[src/hdl/cmt_pkg.sv]
package cmt_pkg;

    // request kinds carried in tuser
    localparam logic REQ_JOIN  = 1'b0;
    localparam logic REQ_LEAVE = 1'b1;

    // capacity register
    localparam int         CAP_W     = 7;
    localparam logic [6:0] CAP_RESET = 7'd64;

    // input tdata layout, lowest bit up
    localparam int IN_CL_LSB   = 0;
    localparam int IN_NODE_LSB = 8;
    localparam int IN_SLOT_LSB = 40;
    localparam int IN_TDATA_W  = 48;
    localparam int OUT_TDATA_W = 8;

    // controller -> datapath
    typedef struct packed {
        logic clear;        // clearing pass: zero one count entry
        logic accept;       // capture request, read count
        logic rd_members;   // read slot and tail entries
        logic emit;         // load result register
        logic emit_ok;      // result value
        logic commit_join;  // append node, count + 1
        logic commit_leave; // move tail into slot, count - 1
    } t_cmd;

    // datapath -> controller
    typedef struct packed {
        logic clear_done;
        logic is_leave;
        logic join_ok;
        logic slot_ok;
        logic id_match;
        logic out_free;
    } t_status;

endpackage

[src/hdl/cmt_ctrl.sv]
module cmt_ctrl (
    input  logic             i_clk,
    input  logic             i_rst_n,
    input  logic             i_s_tvalid,
    output logic             o_s_tready,
    input  cmt_pkg::t_status i_sts,
    output cmt_pkg::t_cmd    o_cmd
);

    typedef enum logic [3:0] {
        S_CLEAR = 4'b0001,
        S_IDLE  = 4'b0010,
        S_EVAL  = 4'b0100,
        S_CHECK = 4'b1000
    } t_state;

    t_state r_state, n_state;

    always_ff @(posedge i_clk) begin
        if (!i_rst_n) begin
            r_state <= S_CLEAR;
        end else begin
            r_state <= n_state;
        end
    end

    always_comb begin
        n_state    = r_state;
        o_cmd      = '0;
        o_s_tready = 1'b0;
        unique case (r_state)
            S_CLEAR: begin
                o_cmd.clear = 1'b1;
                if (i_sts.clear_done) begin
                    n_state = S_IDLE;
                end
            end
            S_IDLE: begin
                o_s_tready   = 1'b1;
                o_cmd.accept = i_s_tvalid;
                if (i_s_tvalid) begin
                    n_state = S_EVAL;
                end
            end
            S_EVAL: begin
                if (i_sts.is_leave && i_sts.slot_ok) begin
                    // occupied slot: fetch slot and tail, check next cycle
                    o_cmd.rd_members = 1'b1;
                    n_state          = S_CHECK;
                end else if (i_sts.out_free) begin
                    o_cmd.emit        = 1'b1;
                    o_cmd.emit_ok     = i_sts.join_ok && !i_sts.is_leave;
                    o_cmd.commit_join = i_sts.join_ok && !i_sts.is_leave;
                    n_state           = S_IDLE;
                end
            end
            S_CHECK: begin
                if (i_sts.out_free) begin
                    o_cmd.emit         = 1'b1;
                    o_cmd.emit_ok      = i_sts.id_match;
                    o_cmd.commit_leave = i_sts.id_match;
                    n_state            = S_IDLE;
                end
            end
            default: begin
                n_state = S_CLEAR;
            end
        endcase
    end

    a_emit_needs_room: assert property (@(posedge i_clk) disable iff (!i_rst_n)
        o_cmd.emit |-> i_sts.out_free)
        else $error("result loaded while output register busy");

    a_one_commit: assert property (@(posedge i_clk) disable iff (!i_rst_n)
        !(o_cmd.commit_join && o_cmd.commit_leave) && !(o_cmd.clear && o_cmd.emit))
        else $error("conflicting memory commands");

    a_accept_to_eval: assert property (@(posedge i_clk) disable iff (!i_rst_n)
        o_cmd.accept |=> (r_state == S_EVAL))
        else $error("accepted item not evaluated");

    a_read_to_check: assert property (@(posedge i_clk) disable iff (!i_rst_n)
        o_cmd.rd_members |=> (r_state == S_CHECK) && !o_s_tready)
        else $error("member read not followed by check");

endmodule

[config.mk]
export PLATFORM = sky130hd
export DESIGN_NAME = cmt_ctrl
export DESIGN_NICKNAME = d
export VERILOG_FILES = /design/src/hdl/cmt_pkg.sv /design/src/hdl/cmt_ctrl.sv
export SDC_FILE = /design/constraint.sdc
export NUM_CORES = 1
export LEC_CHECK = 0
export BUFFER_PORTS_ARGS = -buffer_cell sky130_fd_sc_hd__buf_2
export CAP_MARGIN = 20
export CORE_AREA = 2 2 39 41
export DETAILED_ROUTE_END_ITERATION = 7
export DIE_AREA = 0 0 41 43
export GPL_ROUTABILITY_DRIVEN = 0
export HOLD_SLACK_MARGIN = 0.12
export PLACE_DENSITY = 0.56
export SYNTH_ARGS = -nofsm -noshare
export SYNTH_HDL_FRONTEND = slang
export SYNTH_SLANG_ARGS = --single-unit
[constraint.sdc]
create_clock -name i_clk -period 1 [get_ports i_clk]
set_input_delay 0.2 -clock i_clk [delete_from_list [all_inputs] [get_ports i_clk]]
set_output_delay 0.2 -clock i_clk [all_outputs]
set_load 0.03 [all_outputs]
# --- After elaboration in Yosys (flattened, before gate mapping) ---
# Index checks and enable logic that the tools add are counted.
word_totals:
  output_inout_bits: 8
  input_bits: 9
  elab_cells: 28
  reg_bits: 4
op_classes:
  reduce_logical: 4
  n_eq_ne: 6
  mux: 17
op_table:
  columns: ["cell", "n"]
  rows:
  - ["4-bit two-way mux", 4]
  - ["4-bit case mux with 4 select lines", 1]
  - ["1-bit two-way mux", 8]
  - ["3-bit two-way mux", 2]
  - ["4-bit by 1-bit equality test with 1-bit output, second input constant", 1]
  - ["4-bit by 2-bit equality test with 1-bit output, second input constant", 1]
  - ["4-bit by 3-bit equality test with 1-bit output, second input constant", 1]
  - ["4-bit equality test, second input constant", 1]
  - ["2-bit inequality test, second input constant", 2]
  - ["2-bit case mux with 2 select lines", 1]
  - ["1-bit logical AND", 2]
  - ["2-bit two-way mux", 1]
  - ["2-bit AND reduction", 1]
  - ["1-bit logical NOT", 1]

# --- Depth between registers and ports, before layout ---
depth:
  word_depth: 5
  mapped_depth: 4

# --- Worst setup path before layout ---
# Ideal clock, no wire load.
synth_path:
  path_kind: "flip-flop to output port"
  start: "register r_state[3]"
  end: "output port o_cmd[5] in the netlist's numbering"
  setup_slack_ns: -0.722
  path_stages_with_launch: 3
  n_path_buf: 0
  arrival_ns: 1.522
  cell_sequence: "dfxtp_1 -> nor4b_2 -> and2_1"
synth_rtl:
  columns: ["element", "line_no", "text"]
  rows:
  - ["start: declaration", "cmt_ctrl.sv:17", "t_state r_state, n_state;"]
  - ["start signal: assignment", "cmt_ctrl.sv:23", "r_state <= n_state;"]
  - ["end: declaration", "cmt_ctrl.sv:7", "output cmt_pkg::t_cmd o_cmd"]

==> results.tsv <==
metric	value	unit
grt_util_met1	21.4	%
worst_setup_path_end_kind	primary output	
syn2layout_area_growth	116	%
grt_overflow	0	
grt_pass1_wl	2.12	mm
syn_avg_cell_area	8.29	sq um
worst-path-max-fanout	4	
final-hold-violation-count	0	
gr-usage-met3	2.62	%
ys_warn_count	0	
busiest_layer	met2	
drc	0	
ys_async_sr_fraction	0	%
drive_gt1_share	75.0	%
row_count	14	
fin_ws	-485	ps
ys_ff_latch	4	
violations	setup timing	
dp_hpwl	930	um
synth_area_leader_cell	dfxtp_1	
synth_nets	54	
arrival	1280	ps
drt_iter0_drc	1	
drtPass1Iterations	3	
crit_required	800	ps
postCtsHoldBufs	0	
synth_common_cells	5 x nand2_1, 4 x dfxtp_1, 4 x nor2_1, 4 x nor2b_1	
top_register	r_state	
start_kind	register	
viasPerCell	4.86	
cts.reportedPaths.clkPinSlew	40	ps
die_h	43	um
start_util	26.9	%
grtUsageTotal	18.2	%
clock-root-buffer	clkbuf_4	
switching_share	30.1	%
clockBufferDepth	2	
top_regs	r_state: 4 flops	
cts_buffers	3	
intPower	0.000409	W
via_count	486	
synth_area_leaders	dfxtp_1 21%, nor2b_1 6.7%, nor4b_4 6.4%	
grt_use_met2	27.5	%
finalNetCount	95	
rsz0062_at_grt	yes	
max_cap_viol_count	0	
syn-cell-area	373	sq um
finalCritPeriodShare	148	%
antenna_found_initial	0	
htree_num_levels	1	
power.density	725	mW/mm^2
fmax	0.673	GHz
sequentialPowerShare	29.5	%
finalPower	0.000585	W
clockPowerShare	35.9	%
largest_register_ffs	4	
die_w	41	um
hold_path.class	in2reg	
critical_path_class	reg2out	
floorplan.io_pins	17	
switchingPower	0.000176	W
wl_per_cell	12.7	um
ant_nets	0	
antenna_cells	0	
synth_most_common_cell	nand2_1	
stdcell_count	100	
cts_sinks	4	
dp_cells	89	
status	finished with violations	
cts_tree	yes	
relSlewSlack	81.5	%
ir_worst_vdd	375	uV
setup-violations-final	12	
synth_ff_type	dfxtp_1	
dieArea	0.00176	sq mm
syn_inst	45	
power.leakage	0.365	nW
power_frac_comb	34.7	%
finClkSkew	1.74	ps
synth_cell_types	24	
yosysSeqAreaShare	21.5	%
slew_violations	0	
grt_pass1_vias	516	
core	0.00138	sq mm
grt_start_max_net_pins	10	
tightest_slew	277	ps
synth_edf_count	0	
clock_latency	240	ps
synth_top_area_share	21.5	%
portBuffers	16	
period_minus_slack	1480	ps
wl	1.27	mm
layer usage:
| metal | part of all wire, % | vias up |
|---|---|---|
| li1 | - | 244 |
| met1 | 44 | 217 |
| met2 | 48 | 20 |
| met3 | 4.1 | 5 |
| met4 | 3.2 | 0 |
| met5 | 0 | - |
path summary, 6_finish.rpt:
check	from	end	slack, ps	cells after the start
max reg2reg	r_state[0]	r_state[0]	-300	5
min	i_rst_n	r_state[2]	240	3
min reg2reg	r_state[1]	r_state[3]	650	3
max	r_state[2]	o_cmd[5]	-480	4
stage by stage:
step	worst slack (ps)	hold slack, ps	TNS (ps)	util (%)	area, sq um
after floorplan	-429	347	-2030	-	420
after global placement	-358	489	-2760	43.6	603
after detailed placement	-349	487	-2710	43.6	603
after CTS	-492	224	-4380	55.8	772
after global routing	-537	278	-4830	58.3	807
final	-485	235	-4280	58.3	807
cell usage in the layout, fill, tap and decap left out:
cell type,instances
nor2b_4,2
nand4_1,1
o311ai_2,1
nor4_1,1
inv_1,2
a211oi_2,1
a31oi_4,1
buf_2,8
dfxtp_4,1
nor3_4,1
dfxtp_2,3
nand2_1,3
and2b_1,1
nand3_2,1
and3b_1,2
o21bai_1,1
a32oi_1,2
and2_4,2
and4_4,1
nor2_2,1
nor2_4,2
nor4b_4,2
and2_1,1
nor3b_1,1
nor2b_1,2
nor2_1,1
buf_4,17
a21o_4,1
buf_6,13
o21ai_0,3
clkbuf_4,3
nand2_2,2
kinds of logic (layout without fill, tap and decap cells):
family / count (synthesis) / after routing / synth area share (%)
flip-flops: 4 / 4 / 21.5
AND/OR/NAND/NOR: 27 / 27 / 48.3
AO/OA/AOI/OAI: 10 / 10 / 22.2
buffers and inverters: 4 / 43 / 8.05
power by group through the flow:
stage	registers (W)	logic, W	clock network, W
6_report	0.000172	0.000203	0.000210
2_1_floorplan	0.000173	0.000101	0
3_5_place_dp	0.000173	0.000158	0
4_1_cts	0.000171	0.000186	0.000219
3_3_place_gp	0.000174	0.000157	0
5_1_grt	0.000173	0.000221	0.000221
worst max-delay path, cell delays in order (launching register included):
cell	delay (ps)
dfxtp_2	330
buf_6	120
nor4b_4	290
and2_4	180
buf_6	120
what timing repair did:
| item | in CTS | in global routing |
|---|---|---|
| setup buffers | 6 | 3 |
| endpoints found under the setup margin | 12 | 12 |
| resized for setup | 31 | 5 |
| endpoints found under the hold margin | 0 | 0 |
| pin swaps | 6 | 5 |
layout make-up:
class                      count  area [sq um]
clock buffer                   3          22.5
fill                         128           577
inverter                       2          7.51
multi-input combinational     37           355
sequential                     4          87.6
tap                           16          20.0
timing repair buffer          38           314
Note: power is estimated with default switching activity, not from simulation.
